--- src/rtl/core/fttf_pkg.sv ---
// Package: field widths, register indexes and the FP32 to FP16 truncation.
package fttf_pkg;

  localparam int WORD_W      = 32;
  localparam int INDEX_W     = 22;
  localparam int HEADS_REG_W = 7;
  localparam int DIM_REG_W   = 9;
  localparam int CFG_ADDR_W  = 2;
  localparam int CFG_DATA_W  = 9;

  // register indexes on the config port
  localparam logic [CFG_ADDR_W-1:0] CFG_NUM_HEADS   = 2'd0;
  localparam logic [CFG_ADDR_W-1:0] CFG_KEY_DIM     = 2'd1;
  localparam logic [CFG_ADDR_W-1:0] CFG_VALUE_DIM   = 2'd2;
  localparam logic [CFG_ADDR_W-1:0] CFG_TARGET_HALF = 2'd3;

  localparam int F32_BIAS = 127;
  localparam int F16_BIAS = 15;
  localparam int F16_EMAX = 15;
  localparam int F16_EMIN = -14;
  localparam logic [15:0] F16_INF = 16'h7C00;

  // Truncating FP32 -> FP16: overflow (incl. NaN) to inf, underflow to zero.
  function automatic logic [15:0] to_half(input logic [WORD_W-1:0] w);
    logic [15:0] sgn;
    int          ex;
    logic [15:0] res;
    sgn = {w[31], 15'b0};
    ex  = int'(w[30:23]) - F32_BIAS;
    if (ex > F16_EMAX) begin
      res = sgn | F16_INF;
    end else if (ex < F16_EMIN) begin
      res = sgn;
    end else begin
      res = sgn | {1'b0, 5'(ex + F16_BIAS), w[22:13]};
    end
    return res;
  endfunction

endpackage

--- src/rtl/core/fttf_if.sv ---
// Stream interfaces: input word channel and result channel.
interface fttf_in_if;
  logic                           valid;
  logic                           ready;
  logic [fttf_pkg::WORD_W-1:0]    source_word;

  modport source (output valid, output source_word, input ready);
  modport sink (input valid, input source_word, output ready);
endinterface

interface fttf_out_if;
  logic                           valid;
  logic                           ready;
  logic [fttf_pkg::INDEX_W-1:0]   dest_index;
  logic [fttf_pkg::WORD_W-1:0]    dest_word;
  logic                           end_of_tensor;

  modport source (output valid, output dest_index, output dest_word,
                  output end_of_tensor, input ready);
  modport sink (input valid, input dest_index, input dest_word,
                input end_of_tensor, output ready);
endinterface

--- src/rtl/core/fttf_cfg.sv ---
// Config registers: clamped dimensions, plane size and output format.
module fttf_cfg #(
  parameter int MAX_HEADS = 64,
  parameter int MAX_DIM   = 256
) (
  input  logic                               clk,
  input  logic                               rst,
  input  logic                               cfg_we,
  input  logic [fttf_pkg::CFG_ADDR_W-1:0]    cfg_index,
  input  logic [fttf_pkg::CFG_DATA_W-1:0]    cfg_wdata,
  output logic [$clog2(MAX_HEADS+1)-1:0]     nh,
  output logic [$clog2(MAX_DIM+1)-1:0]       nk,
  output logic [$clog2(MAX_DIM+1)-1:0]       nv,
  output logic [2*$clog2(MAX_DIM+1)-1:0]     plane,
  output logic                               half
);

  localparam int NHW = $clog2(MAX_HEADS+1);
  localparam int NDW = $clog2(MAX_DIM+1);
  localparam int PW  = 2*NDW;

  function automatic logic [NHW-1:0] clamp_heads(
    input logic [fttf_pkg::HEADS_REG_W-1:0] v);
    logic [31:0] v32;
    logic [31:0] r;
    v32 = 32'(v);
    if (v32 == 32'd0) begin
      r = 32'd1;
    end else if (v32 > 32'(MAX_HEADS)) begin
      r = 32'(MAX_HEADS);
    end else begin
      r = v32;
    end
    return r[NHW-1:0];
  endfunction

  function automatic logic [NDW-1:0] clamp_dim(
    input logic [fttf_pkg::DIM_REG_W-1:0] v);
    logic [31:0] v32;
    logic [31:0] r;
    v32 = 32'(v);
    if (v32 == 32'd0) begin
      r = 32'd1;
    end else if (v32 > 32'(MAX_DIM)) begin
      r = 32'(MAX_DIM);
    end else begin
      r = v32;
    end
    return r[NDW-1:0];
  endfunction

  logic [NDW-1:0] dim_w;
  logic [PW-1:0]  plane_k;
  logic [PW-1:0]  plane_v;

  assign dim_w   = clamp_dim(cfg_wdata[fttf_pkg::DIM_REG_W-1:0]);
  assign plane_k = dim_w * nv;
  assign plane_v = nk * dim_w;

  always_ff @(posedge clk) begin
    if (rst) begin
      nh    <= NHW'(1);
      nk    <= NDW'(1);
      nv    <= NDW'(1);
      plane <= PW'(1);
      half  <= 1'b0;
    end else if (cfg_we) begin
      case (cfg_index)
        fttf_pkg::CFG_NUM_HEADS: begin
          nh <= clamp_heads(cfg_wdata[fttf_pkg::HEADS_REG_W-1:0]);
        end
        fttf_pkg::CFG_KEY_DIM: begin
          nk    <= dim_w;
          plane <= plane_k;
        end
        fttf_pkg::CFG_VALUE_DIM: begin
          nv    <= dim_w;
          plane <= plane_v;
        end
        fttf_pkg::CFG_TARGET_HALF: begin
          half <= cfg_wdata[0];
        end
        default: begin
        end
      endcase
    end
  end

endmodule

--- src/rtl/core/fttf_counter.sv ---
// Source position counters: value fastest, then key, then head.
module fttf_counter #(
  parameter int MAX_HEADS = 64,
  parameter int MAX_DIM   = 256
) (
  input  logic                                              clk,
  input  logic                                              rst,
  input  logic                                              advance,
  input  logic [$clog2(MAX_HEADS+1)-1:0]                    nh,
  input  logic [$clog2(MAX_DIM+1)-1:0]                      nk,
  input  logic [$clog2(MAX_DIM+1)-1:0]                      nv,
  output logic [(MAX_HEADS > 1 ? $clog2(MAX_HEADS) : 1)-1:0] head_count,
  output logic [(MAX_DIM > 1 ? $clog2(MAX_DIM) : 1)-1:0]     key_count,
  output logic [(MAX_DIM > 1 ? $clog2(MAX_DIM) : 1)-1:0]     value_count,
  output logic                                              last_elem
);

  localparam int CHW = (MAX_HEADS > 1) ? $clog2(MAX_HEADS) : 1;
  localparam int CDW = (MAX_DIM > 1) ? $clog2(MAX_DIM) : 1;

  logic           last_v;
  logic           last_k;
  logic           last_h;
  logic [CHW-1:0] head_count_next;
  logic [CDW-1:0] key_count_next;
  logic [CDW-1:0] value_count_next;

  // a counter at or past its last index counts as on it (dims may shrink)
  assign last_v    = (32'(value_count) + 32'd1) >= 32'(nv);
  assign last_k    = (32'(key_count) + 32'd1) >= 32'(nk);
  assign last_h    = (32'(head_count) + 32'd1) >= 32'(nh);
  assign last_elem = last_v && last_k && last_h;

  always_comb begin
    head_count_next  = head_count;
    key_count_next   = key_count;
    value_count_next = value_count;
    if (!last_v) begin
      value_count_next = value_count + CDW'(1);
    end else begin
      value_count_next = '0;
      if (!last_k) begin
        key_count_next = key_count + CDW'(1);
      end else begin
        key_count_next = '0;
        head_count_next = last_h ? '0 : head_count + CHW'(1);
      end
    end
  end

  always_ff @(posedge clk) begin
    if (rst) begin
      head_count  <= '0;
      key_count   <= '0;
      value_count <= '0;
    end else if (advance) begin
      head_count  <= head_count_next;
      key_count   <= key_count_next;
      value_count <= value_count_next;
    end
  end

endmodule

--- src/rtl/core/fp32_tensor_transpose_to_fp16.sv ---
// Top level: streaming 3-D tensor transpose with optional FP32 to FP16 truncation.
// Path: a transferred word passes the input register, then the result register, to dst.
// Throughput: one word per cycle; src.ready is low only while both pipeline
//   registers are full and dst is stalled.
// Reset: rst (sync, active high) clears the position counters, both valid bits,
//   and sets the dimensions to 1 and the output format to FP32.
module fp32_tensor_transpose_to_fp16 #(
  parameter int MAX_HEADS = 64,
  parameter int MAX_DIM   = 256
) (
  input  logic                              clk,
  input  logic                              rst,
  input  logic                              cfg_we,
  input  logic [fttf_pkg::CFG_ADDR_W-1:0]   cfg_index,
  input  logic [fttf_pkg::CFG_DATA_W-1:0]   cfg_wdata,
  fttf_in_if.sink                           src,
  fttf_out_if.source                        dst
);

  localparam int NHW = $clog2(MAX_HEADS+1);
  localparam int NDW = $clog2(MAX_DIM+1);
  localparam int PW  = 2*NDW;
  localparam int CHW = (MAX_HEADS > 1) ? $clog2(MAX_HEADS) : 1;
  localparam int CDW = (MAX_DIM > 1) ? $clog2(MAX_DIM) : 1;

  // ---- configuration (clamped values, plane = nk*nv kept registered) ----
  logic [NHW-1:0] nh;
  logic [NDW-1:0] nk;
  logic [NDW-1:0] nv;
  logic [PW-1:0]  plane;
  logic           half;

  fttf_cfg #(
    .MAX_HEADS (MAX_HEADS),
    .MAX_DIM   (MAX_DIM)
  ) u_cfg (
    .clk       (clk),
    .rst       (rst),
    .cfg_we    (cfg_we),
    .cfg_index (cfg_index),
    .cfg_wdata (cfg_wdata),
    .nh        (nh),
    .nk        (nk),
    .nv        (nv),
    .plane     (plane),
    .half      (half)
  );

  // ---- handshake: each stage loads when it is empty or the one after it can take data ----
  logic s0_valid;
  logic out_valid;
  logic out_open;
  logic s0_open;
  logic accept;

  assign out_open  = !out_valid || dst.ready;
  assign s0_open   = !s0_valid || out_open;
  assign src.ready = s0_open;
  assign accept    = src.valid && s0_open;

  // ---- position of the word being transferred in ----
  logic [CHW-1:0] head_count;
  logic [CDW-1:0] key_count;
  logic [CDW-1:0] value_count;
  logic           last_elem;

  fttf_counter #(
    .MAX_HEADS (MAX_HEADS),
    .MAX_DIM   (MAX_DIM)
  ) u_counter (
    .clk         (clk),
    .rst         (rst),
    .advance     (accept),
    .nh          (nh),
    .nk          (nk),
    .nv          (nv),
    .head_count  (head_count),
    .key_count   (key_count),
    .value_count (value_count),
    .last_elem   (last_elem)
  );

  // ---- input register: word plus its source coordinates ----
  logic [fttf_pkg::WORD_W-1:0] s0_word;
  logic [CHW-1:0]              s0_head;
  logic [CDW-1:0]              s0_key;
  logic [CDW-1:0]              s0_value;
  logic                        s0_last;

  always_ff @(posedge clk) begin
    if (rst) begin
      s0_valid <= 1'b0;
    end else if (s0_open) begin
      s0_valid <= src.valid;
    end
  end

  always_ff @(posedge clk) begin
    if (accept) begin
      s0_word  <= src.source_word;
      s0_head  <= head_count;
      s0_key   <= key_count;
      s0_value <= value_count;
      s0_last  <= last_elem;
    end
  end

  // ---- dest index = key + value*nk + head*nk*nv, mod 2^22 ----
  // Two independent multipliers, then a three-input add.
  logic [CDW+NDW-1:0]           vk_prod;
  logic [CHW+PW-1:0]            hp_prod;
  logic [fttf_pkg::INDEX_W-1:0] dest_index_next;
  logic [fttf_pkg::WORD_W-1:0]  dest_word_next;

  assign vk_prod = s0_value * nk;
  assign hp_prod = s0_head * plane;
  assign dest_index_next = fttf_pkg::INDEX_W'(s0_key)
                         + fttf_pkg::INDEX_W'(vk_prod)
                         + fttf_pkg::INDEX_W'(hp_prod);

  // FP16 result sits in the low half, upper half zero
  assign dest_word_next = half ? {16'b0, fttf_pkg::to_half(s0_word)} : s0_word;

  // ---- result register ----
  always_ff @(posedge clk) begin
    if (rst) begin
      out_valid <= 1'b0;
    end else if (out_open) begin
      out_valid <= s0_valid;
    end
  end

  always_ff @(posedge clk) begin
    if (s0_valid && out_open) begin
      dst.dest_index    <= dest_index_next;
      dst.dest_word     <= dest_word_next;
      dst.end_of_tensor <= s0_last;
    end
  end

  assign dst.valid = out_valid;

endmodule

--- src/flat_wrapper.sv ---
// flat-port wrapper written by rule: the top's interface ports become plain ports
module fp32_tensor_transpose_to_fp16_flat 
#(
  parameter int MAX_HEADS = 64,
  parameter int MAX_DIM   = 256
)
  (clk, rst, cfg_we, cfg_index, cfg_wdata, src_valid, src_source_word, src_ready, dst_valid, dst_dest_index, dst_dest_word, dst_end_of_tensor, dst_ready);
  fttf_in_if src_i ();
  fttf_out_if dst_i ();
  input  logic clk;
  input  logic rst;
  input  logic cfg_we;
  input  logic [fttf_pkg::CFG_ADDR_W-1:0] cfg_index;
  input  logic [fttf_pkg::CFG_DATA_W-1:0] cfg_wdata;
  input wire logic [$bits(src_i.valid)-1:0] src_valid;
  input wire logic [$bits(src_i.source_word)-1:0] src_source_word;
  output wire logic [$bits(src_i.ready)-1:0] src_ready;
  output wire logic [$bits(dst_i.valid)-1:0] dst_valid;
  output wire logic [$bits(dst_i.dest_index)-1:0] dst_dest_index;
  output wire logic [$bits(dst_i.dest_word)-1:0] dst_dest_word;
  output wire logic [$bits(dst_i.end_of_tensor)-1:0] dst_end_of_tensor;
  input wire logic [$bits(dst_i.ready)-1:0] dst_ready;
  assign src_i.valid = src_valid;
  assign src_i.source_word = src_source_word;
  assign src_ready = src_i.ready;
  assign dst_valid = dst_i.valid;
  assign dst_dest_index = dst_i.dest_index;
  assign dst_dest_word = dst_i.dest_word;
  assign dst_end_of_tensor = dst_i.end_of_tensor;
  assign dst_i.ready = dst_ready;
  fp32_tensor_transpose_to_fp16 #(.MAX_HEADS(MAX_HEADS), .MAX_DIM(MAX_DIM)) u_core (.clk(clk), .rst(rst), .cfg_we(cfg_we), .cfg_index(cfg_index), .cfg_wdata(cfg_wdata), .src(src_i), .dst(dst_i));
endmodule
--- config.mk ---
export PLATFORM = sky130hd
export DESIGN_NAME = fp32_tensor_transpose_to_fp16_flat
export DESIGN_NICKNAME = d
export VERILOG_FILES = /design/src/rtl/core/fttf_pkg.sv /design/src/rtl/core/fttf_if.sv /design/src/rtl/core/fttf_cfg.sv /design/src/rtl/core/fttf_counter.sv /design/src/rtl/core/fp32_tensor_transpose_to_fp16.sv /design/src/flat_wrapper.sv
export SDC_FILE = /design/constraint.sdc
export NUM_CORES = 1
export LEC_CHECK = 0
export BUFFER_PORTS_ARGS = -buffer_cell sky130_fd_sc_hd__buf_2
export CORE_MARGIN = 10
export CORE_UTILIZATION = 31
export DETAILED_ROUTE_END_ITERATION = 7
export GPL_ROUTABILITY_DRIVEN = 0
export PLACE_DENSITY = 0.46
export SYNTH_ARGS = -nofsm -noshare
export SYNTH_HDL_FRONTEND = slang
export SYNTH_SLANG_ARGS = --single-unit
--- constraint.sdc ---
create_clock -name clk -period 15.3 [get_ports clk]
set_clock_uncertainty 0.2 [all_clocks]
set_input_delay 1.53 -clock clk [delete_from_list [all_inputs] [get_ports clk]]
set_output_delay 1.53 -clock clk [all_outputs]
set_load 0.01 [all_outputs]
# == Yosys cells after proc, flatten, opt, wreduce, memory -nomap -nowiden ==
# Index checks and enable logic that the tools add are counted.
# totals
wordCells,74
rom_bits,0
ram_bits,0
latch_bits,0
n_memories,0
inputBits,48
register_bits,178
# classes
n_reduce_logical,19
addsub,10
n_bitwise,1
mul,4
mux,11
n_shift,0
n_eq_ne,3
div,0
magnitude_cmp,7
# ops
op,count
two-way mux 16 bit,3
multiplier 9 x 9 -> 18 bit,2
one-hot mux 18 bit (2 select lines),1
greater-or-equal comparator 32 x 9 -> 1 bit,1
adder 22 bit,1
multiplier 6 x 18 -> 22 bit,1
"adder 8 x 1 -> 9 bit, second input constant",2
adder 8 x 17 -> 18 bit,1
two-way mux 9 bit,2
multiplier 8 x 9 -> 17 bit,1
"adder 8 x 1 -> 8 bit, second input constant",2
two-way mux 8 bit,2
OR 16 x 15 -> 16 bit,1
two-way mux 7 bit,2
AND reduction 2 bit,6
greater-or-equal comparator 9 bit,1
"> comparator 9 x 5 -> 1 bit, second input constant",1
"> comparator 9 bit, second input constant",1
logical NOT 9 bit,1
"less-than comparator 9 x 5 -> 1 bit, second input constant",1
"subtractor 8 x 7 -> 9 bit, second input constant",1
"adder 6 x 1 -> 7 bit, second input constant",1
greater-or-equal comparator 7 bit,1
"> comparator 7 bit, second input constant",1
other kinds (12),18

# == Logic depth before layout (Yosys ltp) ==
# Gate-level depths: netlist (run 1).
# logic_depth
depth_word,6
mapped_depth,29
ltp_nobuf,26

# == Modules after synthesis ==
# Synthesis (run 1) repeated with hierarchy kept, for this count alone.
# hier_totals
hier_cells,2004
hier_area_um2,19274.7
# by_module_without_submodules
module,n_inst,area_per_inst_um2,seq_area_each_um2,cells_per_inst
fp32_tensor_transpose_to_fp16,1,10296.1,3343.2,928
fttf_cfg,1,7121.8,880.8,855
fttf_counter,1,1856.8,440.4,221

# == Worst setup path after synthesis (run 1) ==
# Ideal clock, no wire load.
# synth_path
kind,input to register
from,input cfg_wdata[3] (netlist bit)
to,register u_core.u_cfg.plane[12]
path_stages,19
required_ns,15.040
arrival_time_ns,6.307
slack_ns,8.733
path_cell_list,nor4_1 -> nand2_1 -> or3_1 -> a21oi_4 -> buf_4 -> nand2_1 -> fa_1 -> fa_1 -> inv_1 -> fa_1 -> fa_1 -> ha_1 -> o21a_1 -> o31a_1 -> o31ai_2 -> xnor2_1 -> nor2_1 -> a2111oi_0 -> a31o_1
# synth_via
elab_chain_cells,5
# synth_lines
item,line_no,text
start: declaration,flat_wrapper.sv:14,input logic [fttf_pkg::CFG_DATA_W-1:0] cfg_wdata;
> comparator 9 bit,fttf_cfg.sv:44,end else if (v32 > 32'(MAX_DIM)) begin
two-way mux 9 bit,fttf_cfg.sv:44,
two-way mux 9 bit *,fttf_cfg.sv:42,if (v32 == 32'd0) begin
"multiplier 9 x 9 -> 18 bit, on equally long branches","fttf_cfg.sv:58, fttf_cfg.sv:57",
one-hot mux 18 bit (2 select lines) *,fttf_cfg.sv:68,case (cfg_index)
end signal: assignment,fttf_cfg.sv:74,plane <= plane_k;
end signal: assignment,fttf_cfg.sv:78,plane <= plane_v;
end: declaration,fttf_cfg.sv:14,"output logic [2*$clog2(MAX_DIM+1)-1:0] plane,"
# Mark *: on every way between the ends. The rest lies on a longest branch, timed or not.
# A chain may end at the register's enable or synchronous reset.

# == Final worst setup path (run 1) ==
# layout_path
from,register u_core.u_cfg.nk[6]
to,"register u_core.dst.dest_index[21], data pin"
# layout_via
elab_chain_cells,3
# layout_lines
item,line_no,text
start: declaration,fttf_cfg.sv:12,"output logic [$clog2(MAX_DIM+1)-1:0] nk,"
start signal: assignment,fttf_cfg.sv:73,nk <= dim_w;
multiplier 8 x 9 -> 17 bit,fp32_tensor_transpose_to_fp16.sv:115,assign vk_prod = s0_value * nk;
adder 8 x 17 -> 18 bit,fp32_tensor_transpose_to_fp16.sv:118,+ fttf_pkg::INDEX_W'(vk_prod)
adder 22 bit,fp32_tensor_transpose_to_fp16.sv:119,+ fttf_pkg::INDEX_W'(hp_prod);
net u_core.dest_index_next (one bit),fp32_tensor_transpose_to_fp16.sv:112,logic [fttf_pkg::INDEX_W-1:0] dest_index_next;
end signal: assignment,fp32_tensor_transpose_to_fp16.sv:135,dst.dest_index <= dest_index_next;
end: declaration,fttf_if.sv:18,"modport source (output valid, output dest_index, output dest_word,"
# The timed path passes the listed nets, and every way through them passes these cells.

==> results by group, run 1 <==
Synth
  • #FFs+latches synth: 178
  • Syn nets: 2479
  • Top_reg_cell synth: edfxtp_1
  • Count leader, synth: inv_1
  • FFs w/ async S/R, synth: 0
  • Synth area leader: fa_1
  • Synth top area share: 0.242
  • Ranking of synthesized cells by area: fa_1 24%, edfxtp_1 17%, ha_1 12%, dfxtp_1 7.2%, inv_1 6.2%
  • EDFF count, synth: 110
  • Synth cell types: 75
  • Synthesized area: around 19000 µm²
  • Syn. warnings: 0
  • Gate Count Post-Synth: ~2000
  • Seq/Total Area, Yosys: 0.247
  • Mean Syn Cell Area: between 9 and 10 µm²
  • Top post-synthesis cells by count: 314 x inv_1, 272 x nand2_1, 229 x fa_1

Routing
  • Vias per cell: roughly 4.8
  • Post-Route WL: 47100 µm
  • Routed via count: 13800
  • Initial DRT Pass Iterations: 7
  • Initial DRC Count: 662
  • Drc violations: 0
  • Post-DRT Antenna Nets: 0
  • Wire length per cell: ~16 µm

CTS
  • Clock-pin transition on the worst setup and hold timing paths: around 80 ps
  • CTS max path bufs: 2
  • Hold-fix buffers, CTS: 0
  • CTS Sinks: about 180
  • Post-CTS Setup Bufs: 0
  • Post_cts resized: 0
  • CTS root buffer: clkbuf_16
  • TritonCTS clock tree: yes
  • Htree depth: 4
  • Clk_lat worst skew: 490 ps
  • Total CTS buffers: 17

Finish
  • Area delta synth->final: 10.3%
  • Ant diodes: 0
  • Fillers: 6258
  • Non-Filler Instances: 2868
  • Layout cell share with drive strength beyond 1: 0.0896
  • Final net count: 2537

Timing
  • Final hold vios: 0
  • Final period utilization: 0.474
  • Final Setup Violations: 0
  • Sum of negative setup slack: 0 ps
  • Setup ws final: 8050 ps
  • RSZ-0062 raised after global routing: no
  • Hold slack: 239 ps
  • Relative slew margins: 0.344
  • Final min period: 7250 ps
  • Slew at the pin with the worst max-slew slack: between 900 and 1000 ps
  • Fin. max-slew vios: 0
  • F_max: roughly 140 MHz

Place
  • Placed insts: 2836
  • Detailed placement HPWL: 36600 µm
  • Pre-CTS setup slack: between 8000 and 9000 ps
  • I/O Buffers: 104

Worst setup path
  • Worst-path cell chain: and2_1 > fa_1 > fa_1 > fa_1 > inv_1 > fa_1 > inv_1 > ha_1 > a2111oi_0 > o21ai_0 > a41oi_2 > o21bai_1 > a21oi_1 > xnor2_1 > fa_1 > ha_1 > and2_1 > nand3_1 > o221ai_1 > a21oi_1 > o21ai_1 > a21oi_1 > xnor2_1
  • R2R depth: 23
  • Crit path kind: reg -> reg
  • CP required: about 15000 ps
  • Worst Path Max Fanout: 19
  • Worst r2r src: u_core.u_cfg.nk[6]
  • CP arrival: roughly 7300 ps
  • R2R Path End: u_core.dst.dest_index[21]
  • Startpoint Class: flop
  • Cell mode on critical path: fa_1
  • CP endpoint kind: flop
  • Slowest CP cell: dfxtp_1
  • R2R setup slack: a little over 8000 ps
  • Max stage delay on crit path: 850 ps

Run status
  • Status: complete, no violations

Pwr
  • LEAKAGE: 9.89 nW
  • Power Dens Cells: 66.0 nW/µm²
  • VDD IR-drop max: ~0.083 mV

Die
  • Starting Density: 0.313
  • Die Y: 267 µm
  • Top-Level Pins: 105
  • Die Wd: 267 µm
  • Placeable Area: a little over 60000 µm²
  • FP Rows: 90
  • Die area: 71300 µm²

GRT
  • Antenna violations before repair: 1
  • Vias in the first global route: ~14000
  • Tot GR Track Use: 0.135
  • GRT overflow: 0
  • Largest net degree at the start of global routing: 63
  • Global-route wire length before repair: 76600 µm

Hold path
  • Hold Startpoint: u_core.s0_last
  • Hold Path Depth: 0
  • Worst min path class: reg -> reg
  • Min-Delay Endpoint: u_core.dst.end_of_tensor

Run
  • Max-Cap Viols: 0
[flip-flops by register name (all words and copies together), names as in the netlist]
name / count
u_core.u_counter.head_count: 6
u_core.dst.valid: 1
u_core.u_cfg.plane: 18
u_core.s0_value: 8
u_core.u_cfg.nv: 9
u_core.u_cfg.nh: 7
u_core.dst.end_of_tensor: 1
u_core.s0_head: 6
u_core.s0_last: 1
u_core.s0_key: 8
u_core.u_cfg.nk: 9
u_core.s0_valid: 1
u_core.s0_word: 32
u_core.dst.dest_index: 22
u_core.u_counter.value_count: 8
u_core.u_cfg.half: 1
u_core.dst.dest_word: 32
u_core.u_counter.key_count: 8
[critical path: cells and delay by family, from the launching register on]
| kind | cells | cell delay [ps] |
|---|---|---|
| adders and majority gates | 7 | 3200 |
| AOI/OAI and AO/OA | 9 | 1800 |
| DFF | 1 | 850 |
| and+or+nand+nor | 3 | 560 |
| xor gates and xnor gates | 2 | 270 |
| buffers and inverters | 2 | 90 |
[logic make-up after synthesis]
logic type | after synthesis | share of synthesized area
and+or+nand+nor | 639 | 0.163
AOI/OAI and AO/OA | 280 | 0.0959
buffers and inverters | 405 | 0.0816
muxes | 21 | 0.0112
xor gates and xnor gates | 76 | 0.0352
adders and majority gates | 416 | 0.366
DFF | 178 | 0.247
[routing by layer]
| metal | up-vias | part of all wire | GRT usage |
|---|---|---|---|
| li1 | 6619 | - | - |
| met1 | 6978 | 0.44 | 0.169 |
| met2 | 179 | 0.51 | 0.236 |
| met3 | 36 | 0.032 | 0.0234 |
| met4 | 0 | 0.017 | 0.0358 |
| met5 | - | 0 | 0 |
[power breakdown]
group | internal, mW | switching [mW]
clock | 0.224 | 0.237
combinational | 0.134 | 0.210
sequential | 0.548 | 0.0250
total | 0.906 | 0.472
[cell usage in the layout, fill, tap and decap left out, drive strengths merged, types with 5 or more instances in the layout]
| cell type | count |
|---|---|
| a21oi | 101 |
| clkinv | 6 |
| clkbuf | 17 |
| dfxtp | 68 |
| xor2 | 35 |
| nand4 | 6 |
| a21o | 23 |
| nand2b | 11 |
| nand3 | 39 |
| or3 | 5 |
| fa | 229 |
| nor2b | 31 |
| nor3b | 7 |
| inv | 323 |
| o211ai | 11 |
| buf | 129 |
| and2 | 141 |
| a211oi | 19 |
| nand2 | 273 |
| and3 | 14 |
| ha | 187 |
| a31oi | 9 |
| o21ai | 62 |
| o21bai | 5 |
| xnor2 | 41 |
| nor2 | 88 |
| nand3b | 10 |
| o21a | 8 |
| nor3 | 9 |
| edfxtp | 110 |
| mux2i | 20 |
[final cells by class]
| type | count | area (µm²) | area share |
|---|---|---|---|
| multi-input combinational | 1432 | 12700 | 0.609 |
| inverter | 315 | 1180 | 0.0567 |
| clock buffer | 17 | 425 | 0.0204 |
| sequential | 178 | 4670 | 0.224 |
| timing repair buffer | 129 | 708 | 0.0339 |
| clock inverter | 15 | 193 | 0.00923 |
| tap | 782 | 978 | 0.0469 |
[per-stage QoR]
| step | instance area (µm²) | total power, mW | utilization |
|---|---|---|---|
| 6_report | 20900 | 1.38 | 0.346 |
| 4_1_cts | 20900 | 1.41 | 0.346 |
| 5_1_grt | 20900 | 1.47 | 0.346 |
| 2_1_floorplan | 18900 | 0.829 | - |
| 3_3_place_gp | 20200 | 0.931 | 0.335 |
| 3_5_place_dp | 20200 | 0.935 | 0.335 |
[worst max path at each step]
stage | from | to | slack, ps
2_1_floorplan | cfg_wdata[3] | u_core.u_cfg.plane[12] | 8730
3_3_place_gp | u_core.u_cfg.nk[6] | u_core.dst.dest_index[21] | 8140
3_5_place_dp | u_core.u_cfg.nk[6] | u_core.dst.dest_index[21] | 8030
4_1_cts | u_core.u_cfg.nk[6] | u_core.dst.dest_index[21] | 8020
5_1_grt | u_core.u_cfg.nk[6] | u_core.dst.dest_index[21] | 7570
6_report | u_core.u_cfg.nk[6] | u_core.dst.dest_index[21] | 8050
Power figures use the tool's default switching activity.
==> run 2: changes to the inputs <==
--- a/config.mk
+++ b/config.mk
@@ -10,7 +10,7 @@
 export CORE_UTILIZATION = 31
 export DETAILED_ROUTE_END_ITERATION = 7
 export GPL_ROUTABILITY_DRIVEN = 0
-export PLACE_DENSITY = 0.46
+export PLACE_DENSITY = 0.48
 export SYNTH_ARGS = -nofsm -noshare
 export SYNTH_HDL_FRONTEND = slang
 export SYNTH_SLANG_ARGS = --single-unit
==> constraint.sdc (replaced) <==
create_clock -name clk -period 6.5 [get_ports clk]
set_clock_uncertainty 0.2 [all_clocks]
set_input_delay 0.65 -clock clk [delete_from_list [all_inputs] [get_ports clk]]
set_output_delay 0.65 -clock clk [all_outputs]
set_load 0.01 [all_outputs]
==> run 2 against run 1 <==
  * Combinational power increased to 2.7 times the previous value
  * Register-to-register slack got worse by 7900 ps
  * Cell count increased by 2.9%
  * Largest power group unchanged
  * Non-clock buffer count increased by 83
  * Routed wire length increased by 1.2%
  * Fmax increased by 15%
  * Via count increased by 1.7%
  * Sequential power increased by 140%
  * First-iteration DRC count decreased by 17%
  * Clock power increased by 130%
  * Global-route usage decreased by 0.082 points
  * Critical path depth unchanged
==> results by group, run 2 (synthesized netlist as in run 1, its figures left out) <==
Finish
  • Most common cell after layout, fill and taps aside: inv_1
  • Fillers: slightly above 6000
  • Commonest cells after routing, fill and taps aside: 311 x inv_1, 269 x nand2_1, 227 x fa_1
  • Layout cell share with drive strength beyond 1: 0.154
  • Seq. cell area: roughly 4700 µm²
  • Area delta synth->final: 15.8%
  • Ant diodes: 0
  • Largest regs: u_core.dst.dest_word x32, u_core.s0_word x32, u_core.dst.dest_index x22
  • Non-Filler Instances: 2951
  • Final net count: 2620
  • Multi-input combinational cell area: 13100 µm²

Routing
  • Initial DRT Pass Iterations: 5
  • Post-DRT Antenna Nets: 0
  • Wire length per cell: around 16 µm
  • Drc violations: 0
  • Initial DRC Count: 550
  • Post-Route WL: approximately 48000 µm
  • Vias per cell: 4.76
  • Routed via count: 14000

CTS
  • Clock-pin transition on the worst setup and hold timing paths: 80 ps
  • Clk_lat worst skew: 490 ps
  • Hold-fix buffers, CTS: 0
  • Total CTS buffers: 17
  • CTS root buffer: clkbuf_16
  • TritonCTS clock tree: yes
  • Htree depth: 4
  • CTS Sinks: 178
  • CTS max path bufs: 2

Worst setup path
  • CP arrival: 6350 ps
  • Worst Path Max Fanout: 5
  • CP required: between 6000 and 7000 ps
  • CP bufs+invs: 5
  • Cell mode on critical path: fa_1
  • Crit-path leading delay family: adder cells
  • Slowest CP cell: fa_1
  • Crit path kind: reg -> reg
  • Max stage delay on crit path: 570 ps
  • R2R setup slack: 190 ps
  • CP endpoint kind: flop
  • Worst-path cell chain: buf_4 > buf_4 > and2_1 > fa_1 > fa_1 > fa_1 > inv_1 > fa_1 > inv_2 > ha_4 > and3_4 > nand2_2 > a21oi_4 > nor4_4 > or3_4 > xnor2_4 > fa_1 > ha_4 > buf_4 > a21o_1 > a221o_1 > a21oi_2 > xnor2_1
  • Startpoint Class: flop

GRT
  • GRT overflow: 0
  • Tot GR Track Use: 0.134
  • Global-route wire length before repair: 76000 µm
  • Vias in the first global route: 14100
  • Antenna violations before repair: 0
  • Largest net degree at the start of global routing: 57

Timing
  • Setup ws final: 189 ps
  • Final hold vios: 0
  • Final min period: 6310 ps
  • Sum of negative setup slack: 0 ps
  • Slew at the pin with the worst max-slew slack: 962 ps
  • Final Setup Violations: 0
  • F_max: 158 MHz
  • Final period utilization: 0.971
  • Relative slew margins: 0.359
  • Fin. max-slew vios: 0

Place
  • Pre-CTS setup slack: -248 ps
  • Detailed placement HPWL: 37800 µm
  • Placed insts: just under 3000
  • I/O Buffers: between 100 and 150

Die
  • Placeable Area: 60400 µm²
  • Die Y: 267 µm
  • Starting Density: 0.313
  • Top-Level Pins: 105
  • FP Rows: 90
  • Die Wd: between 200 and 300 µm
  • Die area: just over 70000 µm²

Pwr
  • Power Dens Cells: 153 nW/µm²
  • LEAKAGE: ~10 nW
  • VDD IR-drop max: approximately 0.17 mV

Hold path
  • Worst min path class: in -> reg

Run status
  • Status: complete, no violations

Run
  • Max-Cap Viols: 0
-- run 2: changes by cell type in the layout (fill, tap and decap cells not counted), moves of 9 or more --
cell,change
a21oi_2,+9
ha_4,+9
ha_1,-12
buf_4,+78
a21oi_1,-10
-- run 2: where the power goes --
group	internal, mW	switching [mW]	total, mW	leakage, nW
combinational	0.386	0.524	0.910	8.44
clock	0.521	0.563	1.08	0.286
sequential	1.29	0.0626	1.35	1.62
total	2.20	1.15	3.35	10.3
-- run 2: final cells by class --
type,count,share of cell area
multi-input combinational,1432,0.599
sequential,178,0.213
timing repair buffer,212,0.0618
inverter,315,0.0540
tap,782,0.0447
clock buffer,17,0.0194
clock inverter,15,0.00829
-- run 2: worst paths after layout --
path | startpoint | to | cells past startpoint
worst min-delay path | src_source_word[16] | u_core.s0_word[16] | 1
worst min register to register | u_core.s0_last | u_core.dst.end_of_tensor | 0
worst max register to register | u_core.s0_value[3] | u_core.dst.dest_index[18] | 23
worst max-delay path | u_core.s0_value[3] | u_core.dst.dest_index[18] | 23
-- run 2: routing by layer --
layer / wire length [µm] / up-vias / global-route usage
met2: 23700 / 171 / 0.228
li1: - / 6786 / -
met1: 21700 / 7055 / 0.176
met3: 1500 / 35 / 0.0183
met4: 730 / 0 / 0.0381
met5: 0 / - / 0
-- run 2: what timing repair did --
| action | 4_1_cts | 5_1_grt |
|---|---|---|
| setup buffers | 3 | 6 |
| setup endpoints to repair | 5 | 9 |
| hold endpoints to repair | 0 | 0 |
| resized for setup | 31 | 51 |
| pin swaps | 24 | 55 |
-- run 2: worst register-to-register path, cell delays in order, from the launching register on --
cell	delay [ps]
edfxtp_1	430
buf_4	160
buf_4	130
and2_1	160
fa_1	550
fa_1	420
fa_1	490
inv_1	50
fa_1	490
inv_2	50
ha_4	260
and3_4	190
nand2_2	70
a21oi_4	150
nor4_4	70
or3_4	420
xnor2_4	140
fa_1	570
ha_4	220
buf_4	150
a21o_1	180
a221o_1	330
a21oi_2	130
xnor2_1	70
-- run 2: stage by stage --
step	hold WS, ps	instance area, µm²	utilization	total power, mW
4_1_cts	93.0	21600	0.358	3.38
6_report	136	21900	0.363	3.35
2_1_floorplan	200	18900	-	1.95
3_5_place_dp	208	20800	0.345	2.26
5_1_grt	99.0	21900	0.363	3.55
3_3_place_gp	208	20800	0.345	2.25
